<file path="src/rtl/hrtc_pkg.sv">
`timescale 1ns / 1ps

package hrtc_pkg;

    // Default number of extension characters kept.
    localparam int EXT_CHARS_DEF = 4;

    // Type table: nine known extensions and the default index.
    localparam int TYPE_COUNT = 9;
    localparam int TYPE_CHARS = 4;
    localparam logic [3:0] TYPE_DEFAULT = 4'd9;

    localparam logic [7:0] TYPE_EXT [TYPE_COUNT][TYPE_CHARS] = '{
        '{"h", "t", "m", "l"},
        '{"h", "t", "m", 8'h00},
        '{"t", "x", "t", 8'h00},
        '{"c", "s", "s", 8'h00},
        '{"p", "n", "g", 8'h00},
        '{"j", "p", "g", 8'h00},
        '{"j", "p", "e", "g"},
        '{"g", "i", "f", 8'h00},
        '{"i", "c", "o", 8'h00}
    };
    localparam int TYPE_LEN [TYPE_COUNT] = '{4, 3, 3, 3, 3, 3, 4, 3, 3};

    // Method word and the characters the parser reacts to.
    localparam logic [7:0] METHOD_WORD [3] = '{"G", "E", "T"};
    localparam logic [7:0] CH_LF      = 8'h0A;
    localparam logic [7:0] CH_CR      = 8'h0D;
    localparam logic [7:0] CH_SPACE   = 8'h20;
    localparam logic [7:0] CH_PERCENT = 8'h25;
    localparam logic [7:0] CH_DOT     = 8'h2E;
    localparam logic [7:0] CH_SLASH   = 8'h2F;
    localparam logic [7:0] CH_NUL     = 8'h00;
    localparam logic [7:0] HEX_ALPHA  = 8'h41;
    localparam logic [7:0] HEX_CASE_MASK = 8'hDF;
    localparam logic [7:0] HEX_DIGIT0 = 8'h30;

    // What the parser reports for one processed word.
    typedef struct packed {
        logic       emit;
        logic [3:0] type_index;
        logic       saw_get;
    } hrtc_result_t;

    // Unchecked hex digit value, wrapping in eight bits.
    function automatic logic [7:0] hex_nibble(input logic [7:0] c);
        if (c >= HEX_ALPHA)
            return (c & HEX_CASE_MASK) - HEX_ALPHA + 8'd10;
        return c - HEX_DIGIT0;
    endfunction

endpackage

</file>
<file path="src/rtl/hrtc_parser.sv">
`timescale 1ns / 1ps

module hrtc_parser #(
    parameter int EXT_CHARS = hrtc_pkg::EXT_CHARS_DEF
) (
    input  logic                 clk,
    input  logic                 rst_n,
    input  logic                 step,
    input  logic [7:0]           data_byte,
    input  logic                 end_of_input,
    output hrtc_pkg::hrtc_result_t result
);
    import hrtc_pkg::*;

    localparam int TW   = 8 * EXT_CHARS;
    localparam int LW   = $clog2(EXT_CHARS + 2);
    localparam int WIDE = (EXT_CHARS > TYPE_CHARS) ? EXT_CHARS : TYPE_CHARS;

    typedef enum logic [2:0] {
        PH_METHOD,
        PH_WORD,
        PH_SPACES,
        PH_PATH,
        PH_IGNORE
    } phase_t;

    typedef enum logic [1:0] {
        ESC_IDLE,
        ESC_HIGH,
        ESC_LOW
    } esc_t;

    phase_t     phase_reg, phase_next;
    logic [1:0] method_count_reg, method_count_next;
    logic [1:0] blank_reg, blank_next;
    esc_t       esc_reg, esc_next;
    logic [7:0] esc_high_reg, esc_high_next;
    logic [TW-1:0] ext_text_reg, ext_text_next;
    logic [LW-1:0] ext_len_reg, ext_len_next;
    logic       ext_open_reg, ext_open_next;
    logic [3:0] held_index_reg, held_index_next;
    logic       held_locked_reg, held_locked_next;
    logic       get_seen_reg, get_seen_next;

    logic       in_path;
    logic       finish;
    logic       new_line;
    logic       emit;
    logic       pb_en;
    logic       pc_en;
    logic [7:0] pc;
    logic [7:0] nib_high;
    logic [7:0] nib_low;
    logic [7:0] decoded;
    logic [3:0] lookup_index;

    // Table index of the held extension, first match wins.
    function automatic logic [3:0] lookup_ext(input logic [LW-1:0] len,
                                              input logic [TW-1:0] text);
        logic [8*WIDE-1:0] wide;
        logic [3:0]        idx;
        logic              found;
        logic              same;
        wide  = (8*WIDE)'(text);
        idx   = TYPE_DEFAULT;
        found = 1'b0;
        if (len <= LW'(EXT_CHARS)) begin
            for (int i = 0; i < TYPE_COUNT; i++) begin
                same = (len == LW'(TYPE_LEN[i]));
                for (int k = 0; k < TYPE_CHARS; k++) begin
                    if (k < TYPE_LEN[i] && wide[8*k +: 8] != TYPE_EXT[i][k])
                        same = 1'b0;
                end
                if (same && !found) begin
                    idx   = 4'(i);
                    found = 1'b1;
                end
            end
        end
        return idx;
    endfunction

    // Escape decode and extension lookup work on the current state.
    assign nib_high     = hex_nibble(esc_high_reg);
    assign nib_low      = hex_nibble(data_byte);
    assign decoded      = {nib_high[3:0], 4'b0000} | nib_low;
    assign lookup_index = lookup_ext(ext_len_reg, ext_text_reg);
    assign in_path      = (phase_reg == PH_WORD) || (phase_reg == PH_SPACES) ||
                          (phase_reg == PH_PATH);

    // Next state for one header word.
    always_comb
    begin
        phase_next        = phase_reg;
        method_count_next = method_count_reg;
        blank_next        = blank_reg;
        esc_next          = esc_reg;
        esc_high_next     = esc_high_reg;
        ext_text_next     = ext_text_reg;
        ext_len_next      = ext_len_reg;
        ext_open_next     = ext_open_reg;
        held_index_next   = held_index_reg;
        held_locked_next  = held_locked_reg;
        get_seen_next     = get_seen_reg;
        finish   = 1'b0;
        new_line = 1'b0;
        emit     = 1'b0;
        pb_en    = 1'b0;
        pc_en    = 1'b0;
        pc       = data_byte;

        // Line and method tracking.
        if (step) begin
            if (end_of_input) begin
                finish = in_path;
                emit   = 1'b1;
            end else if (data_byte == CH_LF) begin
                finish = in_path;
                if (blank_reg < 2'd2)
                    emit = 1'b1;
                else
                    new_line = 1'b1;
            end else begin
                blank_next = (data_byte == CH_CR && blank_reg == 2'd0) ? 2'd1 : 2'd2;
                if (data_byte == CH_CR && in_path) begin
                    finish = 1'b1;
                end else begin
                    unique case (phase_reg)
                        PH_METHOD:
                        begin
                            if (method_count_reg != 2'd3 &&
                                data_byte == METHOD_WORD[method_count_reg]) begin
                                method_count_next = method_count_reg + 2'd1;
                                if (method_count_reg == 2'd2) begin
                                    get_seen_next = 1'b1;
                                    phase_next    = PH_WORD;
                                end
                            end else begin
                                phase_next = PH_IGNORE;
                            end
                        end
                        PH_WORD:
                        begin
                            if (data_byte == CH_SPACE)
                                phase_next = PH_SPACES;
                        end
                        PH_SPACES:
                        begin
                            if (data_byte != CH_SPACE) begin
                                phase_next = PH_PATH;
                                pb_en      = 1'b1;
                            end
                        end
                        PH_PATH:
                        begin
                            if (data_byte == CH_SPACE)
                                finish = 1'b1;
                            else
                                pb_en = 1'b1;
                        end
                        default:
                        begin
                        end
                    endcase
                end
            end
        end

        // Percent decoding of a path byte.
        if (pb_en) begin
            if (data_byte == CH_NUL) begin
                finish = 1'b1;
            end else if (esc_reg == ESC_IDLE) begin
                if (data_byte == CH_PERCENT)
                    esc_next = ESC_HIGH;
                else
                    pc_en = 1'b1;
            end else if (esc_reg == ESC_HIGH) begin
                esc_high_next = data_byte;
                esc_next      = ESC_LOW;
            end else begin
                esc_next = ESC_IDLE;
                pc_en    = 1'b1;
                pc       = decoded;
            end
        end

        // Extension tracking on a decoded path character.
        if (pc_en) begin
            if (pc == CH_NUL) begin
                finish = 1'b1;
            end else if (pc == CH_DOT) begin
                ext_open_next = 1'b1;
                ext_len_next  = '0;
                ext_text_next = '0;
            end else if (pc == CH_SLASH) begin
                ext_open_next = 1'b0;
            end else if (ext_open_reg) begin
                if (ext_len_reg < LW'(EXT_CHARS)) begin
                    for (int k = 0; k < EXT_CHARS; k++) begin
                        if (ext_len_reg == LW'(k))
                            ext_text_next[8*k +: 8] = pc;
                    end
                    ext_len_next = ext_len_reg + 1'b1;
                end else begin
                    ext_len_next = LW'(EXT_CHARS + 1);
                end
            end
        end

        // End of a path: settle the held index and clear path state.
        if (finish) begin
            if (!held_locked_reg) begin
                if (!ext_open_reg) begin
                    held_index_next  = TYPE_DEFAULT;
                    held_locked_next = 1'b1;
                end else begin
                    held_index_next = lookup_index;
                end
            end
            esc_next      = ESC_IDLE;
            esc_high_next = '0;
            ext_open_next = 1'b0;
            ext_len_next  = '0;
            ext_text_next = '0;
            phase_next    = PH_IGNORE;
        end

        if (new_line) begin
            phase_next        = PH_METHOD;
            method_count_next = '0;
            blank_next        = '0;
        end

        // A finished request reports and starts over from reset.
        result.emit       = emit;
        result.type_index = held_index_next;
        result.saw_get    = get_seen_next;
        if (emit) begin
            phase_next        = PH_METHOD;
            method_count_next = '0;
            blank_next        = '0;
            esc_next          = ESC_IDLE;
            esc_high_next     = '0;
            ext_text_next     = '0;
            ext_len_next      = '0;
            ext_open_next     = 1'b0;
            held_index_next   = TYPE_DEFAULT;
            held_locked_next  = 1'b0;
            get_seen_next     = 1'b0;
        end
    end

    // Parser state.
    always_ff @(posedge clk or negedge rst_n)
    begin
        if (!rst_n) begin
            phase_reg        <= PH_METHOD;
            method_count_reg <= '0;
            blank_reg        <= '0;
            esc_reg          <= ESC_IDLE;
            esc_high_reg     <= '0;
            ext_text_reg     <= '0;
            ext_len_reg      <= '0;
            ext_open_reg     <= 1'b0;
            held_index_reg   <= TYPE_DEFAULT;
            held_locked_reg  <= 1'b0;
            get_seen_reg     <= 1'b0;
        end else begin
            phase_reg        <= phase_next;
            method_count_reg <= method_count_next;
            blank_reg        <= blank_next;
            esc_reg          <= esc_next;
            esc_high_reg     <= esc_high_next;
            ext_text_reg     <= ext_text_next;
            ext_len_reg      <= ext_len_next;
            ext_open_reg     <= ext_open_next;
            held_index_reg   <= held_index_next;
            held_locked_reg  <= held_locked_next;
            get_seen_reg     <= get_seen_next;
        end
    end

endmodule

</file>
<file path="src/rtl/http_request_type_classifier.sv">
`timescale 1ns / 1ps
// Results are registered: a word passes the input register and the parser into the result register.
// Throughput: one word per cycle while the result is not stalled; the parser state updates once per word.
// A word waits in the input register while a finished result is still unaccepted.
// Reset (rst_n low, asynchronous) empties both registers and returns the parser
// to the start of a request.

module http_request_type_classifier #(
    parameter int EXT_CHARS = hrtc_pkg::EXT_CHARS_DEF
) (
    input  logic       clk,
    input  logic       rst_n,
    input  logic       item_valid,
    output logic       item_ready,
    input  logic [7:0] data_byte,
    input  logic       end_of_input,
    output logic       result_valid,
    input  logic       result_ready,
    output logic [3:0] type_index,
    output logic       saw_get
);
    import hrtc_pkg::*;

    logic         in_valid_reg;
    logic [7:0]   byte_reg;
    logic         eoi_reg;
    logic         advance;
    logic         result_valid_reg;
    logic [3:0]   type_index_reg;
    logic         saw_get_reg;
    hrtc_result_t step_result;

    // The held word moves on whenever the result register can take a result.
    assign advance    = in_valid_reg && (!result_valid_reg || result_ready);
    assign item_ready = !in_valid_reg || advance;

    // Input register.
    always_ff @(posedge clk or negedge rst_n)
    begin
        if (!rst_n) begin
            in_valid_reg <= 1'b0;
        end else if (item_ready) begin
            in_valid_reg <= item_valid;
        end
    end

    always_ff @(posedge clk)
    begin
        if (item_valid && item_ready) begin
            byte_reg <= data_byte;
            eoi_reg  <= end_of_input;
        end
    end

    hrtc_parser #(
        .EXT_CHARS(EXT_CHARS)
    ) u_parser (
        .clk         (clk),
        .rst_n       (rst_n),
        .step        (advance),
        .data_byte   (byte_reg),
        .end_of_input(eoi_reg),
        .result      (step_result)
    );

    // Result register.
    always_ff @(posedge clk or negedge rst_n)
    begin
        if (!rst_n) begin
            result_valid_reg <= 1'b0;
        end else if (advance && step_result.emit) begin
            result_valid_reg <= 1'b1;
        end else if (result_ready) begin
            result_valid_reg <= 1'b0;
        end
    end

    always_ff @(posedge clk)
    begin
        if (advance && step_result.emit) begin
            type_index_reg <= step_result.type_index;
            saw_get_reg    <= step_result.saw_get;
        end
    end

    assign result_valid = result_valid_reg;
    assign type_index   = type_index_reg;
    assign saw_get      = saw_get_reg;

endmodule

</file>
<file path="config.mk">
export PLATFORM = sky130hd
export DESIGN_NAME = http_request_type_classifier
export DESIGN_NICKNAME = d
export VERILOG_FILES = /design/src/rtl/hrtc_pkg.sv /design/src/rtl/hrtc_parser.sv /design/src/rtl/http_request_type_classifier.sv
export SDC_FILE = /design/constraint.sdc
export NUM_CORES = 1
export LEC_CHECK = 0
export ABC_AREA = 1
export BUFFER_PORTS_ARGS = -buffer_cell sky130_fd_sc_hd__buf_2
export CELL_PAD_IN_SITES_DETAIL_PLACEMENT = 2
export CELL_PAD_IN_SITES_GLOBAL_PLACEMENT = 2
export CORE_MARGIN = 1.5
export CORE_UTILIZATION = 37
export CTS_CLUSTER_SIZE = 40
export DETAILED_ROUTE_END_ITERATION = 8
export PLACE_DENSITY = 0.83
export SLEW_MARGIN = 30
export SYNTH_ARGS = -nofsm -noshare
export SYNTH_HDL_FRONTEND = slang
export SYNTH_SLANG_ARGS = --single-unit
export TNS_END_PERCENT = 20
</file>
<file path="constraint.sdc">
create_clock -name clk -period 3.2 [get_ports clk]
set_clock_uncertainty 0.2 [all_clocks]
set_input_delay 0.64 -clock clk [delete_from_list [all_inputs] [get_ports clk]]
set_output_delay 0.64 -clock clk [all_outputs]
set_load 0.01 [all_outputs]
</file>
## Word level (Yosys, flattened, before mapping)

Index checks and enable logic that the tools add are counted.

| storage, ports and cells | value |
|---|---|
| register bits | 75 |
| logic and storage cells | 343 |
| output and inout bits | 7 |

| operators by class | value |
|---|---|
| reductions and logical operators | 62 |
| $lt $le $gt $ge | 6 |
| $add $sub $neg | 8 |
| multiplexer cells | 190 |
| bitwise operators | 2 |
| equality and inequality tests | 55 |

Operators by type and width:

| cell | number |
|---|---|
| 32-bit two-way mux | 8 |
| 8-bit by 7-bit inequality test with 1-bit output, second input constant | 23 |
| 8-bit two-way mux | 18 |
| 1-bit two-way mux | 105 |
| 4-bit two-way mux | 16 |
| 3-bit two-way mux | 19 |
| 2-bit two-way mux | 21 |
| 8-bit by 6-bit == test with 1-bit output, second input constant | 4 |
| 4-bit nonzero test | 8 |
| 6-bit AND reduction | 5 |
| 3-bit by 1-bit inequality test with 1-bit output, second input constant | 6 |
| 3-bit nonzero test | 6 |
| 8-bit binary-select mux with 2-bit select | 1 |
| 8-bit by 4-bit == test with 1-bit output, second input constant | 2 |
| 8-bit by 7-bit >= comparator with 1-bit output, second input constant | 2 |
| 8-bit logical NOT | 2 |
| 4-bit by 1-bit inequality test with 1-bit output, second input constant | 4 |
| 1-bit logical AND | 14 |
| 3-bit by 2-bit == test with 1-bit output, second input constant | 4 |
| 1-bit logical NOT | 10 |
| 5-bit by 2-bit inequality test with 1-bit output, second input constant | 2 |
| 3-bit one-hot mux with 3 select lines | 1 |
| 3-bit AND reduction | 3 |
| 8-bit by 4-bit adder with 8-bit output, second input constant | 1 |
| other kinds (29) | 38 |

## Longest topological paths before layout

| logic depth | value |
|---|---|
| depth in word-level cells | 44 |
| depth in mapped cells | 23 |

## Hierarchy

A second synthesis with hierarchy kept.

| unflattened totals | value |
|---|---|
| cells, all modules | 638 |
| area total of the unflattened synthesis | 4862.2 um^2 |

Modules (own cells, without submodules):

| module | area each (um^2) | cells an instance | seq. area each (um^2) | instances |
|---|---|---|---|---|
| hrtc_parser | 4335.4 | 609 | 1478.9 | 1 |
| http_request_type_classifier | 526.8 | 29 | 470.5 | 1 |

## Worst setup path after synthesis

Ideal clock, no wire load.

| timing | value |
|---|---|
| path kind | flip-flop to flip-flop |
| from | reg byte_reg[4] |
| to | reg u_parser.ext_text_reg[25] |
| setup time | 0.120 ns |
| data arrival time | 2.595 ns |
| stages on the path, launching flop included | 19 |
| path slack | 0.286 ns |
| clock period less this slack | 2.914 ns |
| path through | edfxtp_1 > inv_1 > ha_1 > nand2_1 > nor2_1 > nand2_1 > nand2_1 > inv_2 > nor2_2 > inv_2 > a21oi_2 > nor2_4 > inv_2 > nor2_1 > inv_2 > buf_4 > nand3_2 > nand2_1 > nand2_1 |

| on the way | value |
|---|---|
| cells in the longest elaborated chain, start to end | 17 |
| elaborated cells between the ends (all ways) | 62 |

RTL lines:

| item | RTL line | source |
|---|---|---|
| start, declared | http_request_type_classifier.sv:25 | `logic [7:0] byte_reg;` |
| start signal, assigned | http_request_type_classifier.sv:50 | `byte_reg <= data_byte;` |
| parallel branches: the longest is 17 deep, another holds 8-bit by 7-bit subtractor with 8-bit output | - |  |
| end signal, assigned | hrtc_parser.sv:275 | `ext_text_reg <= ext_text_next;` |
| end, declared | hrtc_parser.sv:38 | `logic [TW-1:0] ext_text_reg, ext_text_next;` |

Parallel ways; which one is timed is not known. The select of a mux whose other input is x is not followed.
A chain may end at the register's enable or synchronous reset.

## Worst setup path in the final report

| timing | value |
|---|---|
| from | reg byte_reg[1] |
| to | reg u_parser.phase_reg[0] |

| on the way | value |
|---|---|
| cells in the longest elaborated chain, start to end | 15 |
| elaborated cells between the ends (all ways) | 67 |

RTL lines:

| item | RTL line | source |
|---|---|---|
| parallel branches: the longest is 15 deep, another holds 8-bit by 7-bit subtractor with 8-bit output | - |  |
| end signal, assigned | hrtc_parser.sv:270 | `phase_reg <= phase_next;` |
| end, declared | hrtc_parser.sv:33 | `phase_t phase_reg, phase_next;` |

Parallel ways; which one is timed is not known. The select of a mux whose other input is x is not followed.

==> impl_metrics.prom <==
# TYPE chip_impl_metric gauge
chip_impl_info{name="outcome",value="finished, violations left"} 1
chip_impl_info{name="violated_checks",value="setup timing"} 1
chip_impl_metric{name="r2r_slack",unit="ps"} -230
chip_impl_info{name="endpoint",value="u_parser.phase_reg[0]$_DFFE_PN0P_"} 1
chip_impl_metric{name="die_ar",unit="um^2"} 14100
chip_impl_info{name="startpoint_type_of_the_worst_setup_path",value="flop"} 1
chip_impl_metric{name="place.port_buffers",unit=""} 19
chip_impl_metric{name="holdBufCountCts",unit=""} 0
chip_impl_metric{name="cts.htree.levels",unit=""} 3
chip_impl_metric{name="setup-violations-final",unit=""} 46
chip_impl_metric{name="wire_length_of_the_first_global_routing_pass",unit="um"} 30200
chip_impl_metric{name="largest_register_ff_count",unit=""} 32
chip_impl_metric{name="layout.area.seq",unit="um^2"} 1950
chip_impl_info{name="synth.largest_area_cell",value="dfrtp_1"} 1
chip_impl_metric{name="drt.antenna.violating_nets",unit=""} 0
chip_impl_metric{name="num_rows",unit=""} 42
chip_impl_metric{name="path_max_fanout",unit=""} 5
chip_impl_metric{name="synth_largest_type_area_fraction",unit="%"} 29.8
chip_impl_metric{name="drive_gt1_share",unit="%"} 25.9
chip_impl_metric{name="post-route-drc-count",unit=""} 0
chip_impl_info{name="path_cells",value="buf_4 -> buf_4 -> buf_4 -> nand3_1 -> nand2_1 -> inv_1 -> nand2_1 -> o21ai_0 -> nand3_1 -> nand3_1 -> nor2_2 -> nand3_4 -> nand2_1 -> nor3_1 -> o21ai_0"} 1
chip_impl_metric{name="cellLeakagePower",unit="nW"} 3.03
chip_impl_metric{name="worst_skew_pair.late_latency",unit="ps"} 360
chip_impl_metric{name="final_min_period",unit="ps"} 3430
chip_impl_metric{name="synthesis.instances",unit=""} 668
chip_impl_metric{name="fp.coreArea",unit="um^2"} 13100
chip_impl_info{name="critical_path.reg2reg.endpoint",value="u_parser.phase_reg[0]$_DFFE_PN0P_"} 1
chip_impl_metric{name="peakVddDrop",unit="mV"} 0.431
chip_impl_metric{name="timing.critical_path.arrival",unit="ps"} 3430
chip_impl_metric{name="synth-seq-cells",unit=""} 75
chip_impl_metric{name="cp.buffers_inverters",unit=""} 4
chip_impl_info{name="synth_ff_type",value="dfrtp_1"} 1
chip_impl_info{name="synthTopCellsByArea",value="dfrtp_1 (30%), nand2_1 (16%), edfxtp_1 (8.5%)"} 1
chip_impl_metric{name="boundary_pins",unit=""} 20
chip_impl_metric{name="yosys.cell_types.count",unit=""} 41
chip_impl_metric{name="switching_share",unit="%"} 41.3
chip_impl_metric{name="detailroute.via_count",unit=""} 5354
chip_impl_metric{name="number_of_antenna_violations_at_the_first_check_in_global_routing",unit=""} 1
chip_impl_metric{name="netlist_area",unit="um^2"} 4950
chip_impl_metric{name="critical_path_cell_count",unit=""} 15
chip_impl_metric{name="maxSlewViolCount",unit=""} 0
chip_impl_metric{name="drt_iter0_markers",unit=""} 352
chip_impl_info{name="most_instantiated_cells_after_synthesis",value="nand2_1 (213), inv_1 (72), dfrtp_1 (59)"} 1
chip_impl_metric{name="post-route-worst-setup-slack",unit="ps"} -231
chip_impl_info{name="cts-root-buf",value="clkbuf_16"} 1
chip_impl_metric{name="place.gp.congestion",unit=""} 0.816
chip_impl_metric{name="async_flop_share",unit="%"} 81.3
chip_impl_metric{name="route.final.wire_length",unit="um"} 24000
chip_impl_info{name="rsz0062_at_grt",value="yes"} 1
chip_impl_metric{name="p_per_area",unit="nW/um^2"} 645
chip_impl_metric{name="synthesis.nets",unit=""} 701
chip_impl_metric{name="fill_cells",unit=""} 1505
chip_impl_metric{name="drt-pass1-iter-count",unit=""} 5
chip_impl_metric{name="route.detailed.vias_per_inst",unit=""} 5.78
chip_impl_info{name="cts_tree",value="done"} 1
chip_impl_info{name="crit_type",value="flop to flop"} 1
chip_impl_metric{name="pwr-share-seq",unit="%"} 37.5
chip_impl_metric{name="gr-total-overflow",unit=""} 0
chip_impl_metric{name="clk_transition_reported_paths",unit="ps"} 70
chip_impl_metric{name="clock-sinks",unit=""} 75
chip_impl_metric{name="worst-slew-pin-transition",unit="ps"} 681
chip_impl_info{name="synth_most_common_cell",value="nand2_1"} 1
chip_impl_metric{name="cts.path.max_buffers",unit=""} 2
chip_impl_metric{name="synth_seq_area_share",unit="%"} 39.3
chip_impl_metric{name="antenna_cells_inserted",unit=""} 0
chip_impl_metric{name="internal-power",unit="mW"} 2.35
chip_impl_metric{name="reg2regPathDepth",unit=""} 15
chip_impl_metric{name="hold_violations",unit=""} 0
chip_impl_metric{name="ys_warn_count",unit=""} 0
chip_impl_metric{name="maxClockFrequency",unit="GHz"} 0.291
chip_impl_metric{name="floorplan.initialDensity",unit="%"} 37.7
chip_impl_metric{name="area_growth_syn_to_layout",unit="%"} 25.3
chip_impl_info{name="slowest_cell_on_crit_path",value="nor3_1"} 1
chip_impl_metric{name="dp_hpwl",unit="um"} 12900
chip_impl_metric{name="power.combinational.fraction",unit="%"} 33.6
chip_impl_metric{name="track_usage",unit="%"} 27.6
chip_impl_metric{name="worst_ep_required_time",unit="ps"} 3200
chip_impl_info{name="timing.hold.worst.class",value="primary input to asynchronous set/reset pin"} 1
chip_impl_metric{name="syn_area_per_cell",unit="um^2"} 7.42
chip_impl_info{name="worstSetupStartpoint",value="byte_reg[1]$_DFFE_PP_"} 1
chip_impl_metric{name="finalCoreUtilization",unit="%"} 47.2
chip_impl_metric{name="post-route-period-util",unit="%"} 107
chip_impl_metric{name="synth_enable_flop_cells",unit=""} 14
chip_impl_metric{name="p_switching",unit="mW"} 1.65
chip_impl_info{name="crit-reg2reg-launch",value="byte_reg[1]$_DFFE_PP_"} 1
chip_impl_metric{name="totalNegativeSetupSlack",unit="ps"} -3530
chip_impl_metric{name="x_dimension_of_the_die",unit="um"} 119
chip_impl_info{name="end_kind",value="flop"} 1
chip_impl_metric{name="multi_input_gate_area_in_the_final_layout",unit="um^2"} 2810
chip_impl_metric{name="cts_buffers",unit=""} 9
chip_impl_metric{name="maxCapViolations",unit=""} 0
chip_impl_metric{name="worst_slew_margin_rel",unit="%"} 54.1
chip_impl_metric{name="first_global_vias",unit=""} 5592
chip_impl_metric{name="critical_path.max_stage_delay",unit="ps"} 500
chip_impl_metric{name="chipHeight",unit="um"} 119
chip_impl_metric{name="grt_max_degree",unit=""} 26
chip_impl_info{name="critical_path.top_delay_family",value="simple AND/OR/NAND/NOR gates"} 1
chip_impl_metric{name="clock_power_share",unit="%"} 28.9
chip_impl_metric{name="final_net_count",unit=""} 778
chip_impl_metric{name="route.detailed.wl_per_inst",unit="um"} 25.9
cell type report:
cell class	instances	area share [%]
inverter	87	5.38
clock buffer	10	3.69
tap	176	3.55
timing repair buffer	78	9.23
multi-input combinational	494	45.3
clock inverter	6	1.41
sequential	75	31.4
metal layers:
metal  global-route usage, %  share of wire (%)  vias up
met5                       0                  0        -
met4                    10.5                4.4        0
met3                    4.25                3.8       71
met2                    50.4                 51      169
met1                    32.4                 40     2750
li1                        -                  -     2364
power by group through the flow:
stage          Sequential, mW  Combinational [mW]  Clock, mW
3_5_place_dp             1.47                1.05          0
6_report                 1.50                1.34       1.16
2_1_floorplan            1.39               0.727          0
5_1_grt                  1.52                1.44       1.21
4_1_cts                  1.46                1.15       1.14
3_3_place_gp             1.44               0.959          0
what timing repair did:
item                       in CTS  in global routing
pin swaps                       1                 17
setup endpoints to repair      34                 49
resized for setup              18                 61
buffers inserted                3                 25
how the worst min path moves through the flow:
| stage | end | slack, ps | cells past startpoint |
|---|---|---|---|
| after global placement | u_parser.ext_text_reg[28]$_DFFE_PN0P_ | 260 | 2 |
| after floorplan | in_valid_reg$_DFFE_PN0N_ | 140 | 0 |
| after global routing | u_parser.ext_text_reg[14]$_DFFE_PN0P_ | 80 | 1 |
| final | u_parser.ext_text_reg[14]$_DFFE_PN0P_ | 40 | 1 |
| after detailed placement | u_parser.ext_text_reg[30]$_DFFE_PN0P_ | 280 | 2 |
| after CTS | u_parser.ext_text_reg[14]$_DFFE_PN0P_ | 60 | 1 |
worst register-to-register path: stages (launching register included):
cell,delay (ps)
edfxtp_1,410
buf_4,170
buf_4,150
buf_4,160
nand3_1,140
nand2_1,130
inv_1,100
nand2_1,100
o21ai_0,290
nand3_1,200
nand3_1,140
nor2_2,60
nand3_4,100
nand2_1,190
nor3_1,500
o21ai_0,230
layout by cell type (no fill, tap or decap), drive strengths merged, types with 3 or more instances in the layout:
master / count
nor2: 61
nor4: 10
o21ai: 16
nand3: 47
ha: 20
or2: 4
buf: 78
clkbuf: 10
edfxtp: 14
dfrtp: 59
a21oi: 23
clkinv: 4
nand2: 224
xor2: 3
nor3: 20
inv: 87
nand4: 54
kinds of logic after synthesis:
kind of cell	share of synthesized area (%)
and+or+nand+nor	40.6
DFF	39.3
adders and majority gates	5.05
xor gates and xnor gates	0.530
buffers and inverters	8.91
AOI/OAI and AO/OA	5.61
metrics by stage:
| step | total power [mW] | cells | hold slack (ps) | setup WS, ps | instance area [um^2] |
|---|---|---|---|---|---|
| 3_3_place_gp | 2.40 | 882 | 262 | 46.8 | 5390 |
| 6_report | 4.00 | 926 | 42.8 | -231 | 6210 |
| 2_1_floorplan | 2.12 | 668 | 144 | 286 | 4950 |
| 3_5_place_dp | 2.52 | 882 | 281 | -66.8 | 5390 |
| 4_1_cts | 3.74 | 901 | 63.5 | -5.94 | 5810 |
| 5_1_grt | 4.17 | 926 | 77.3 | -394 | 6210 |
Note: power is estimated with default switching activity, not from simulation.
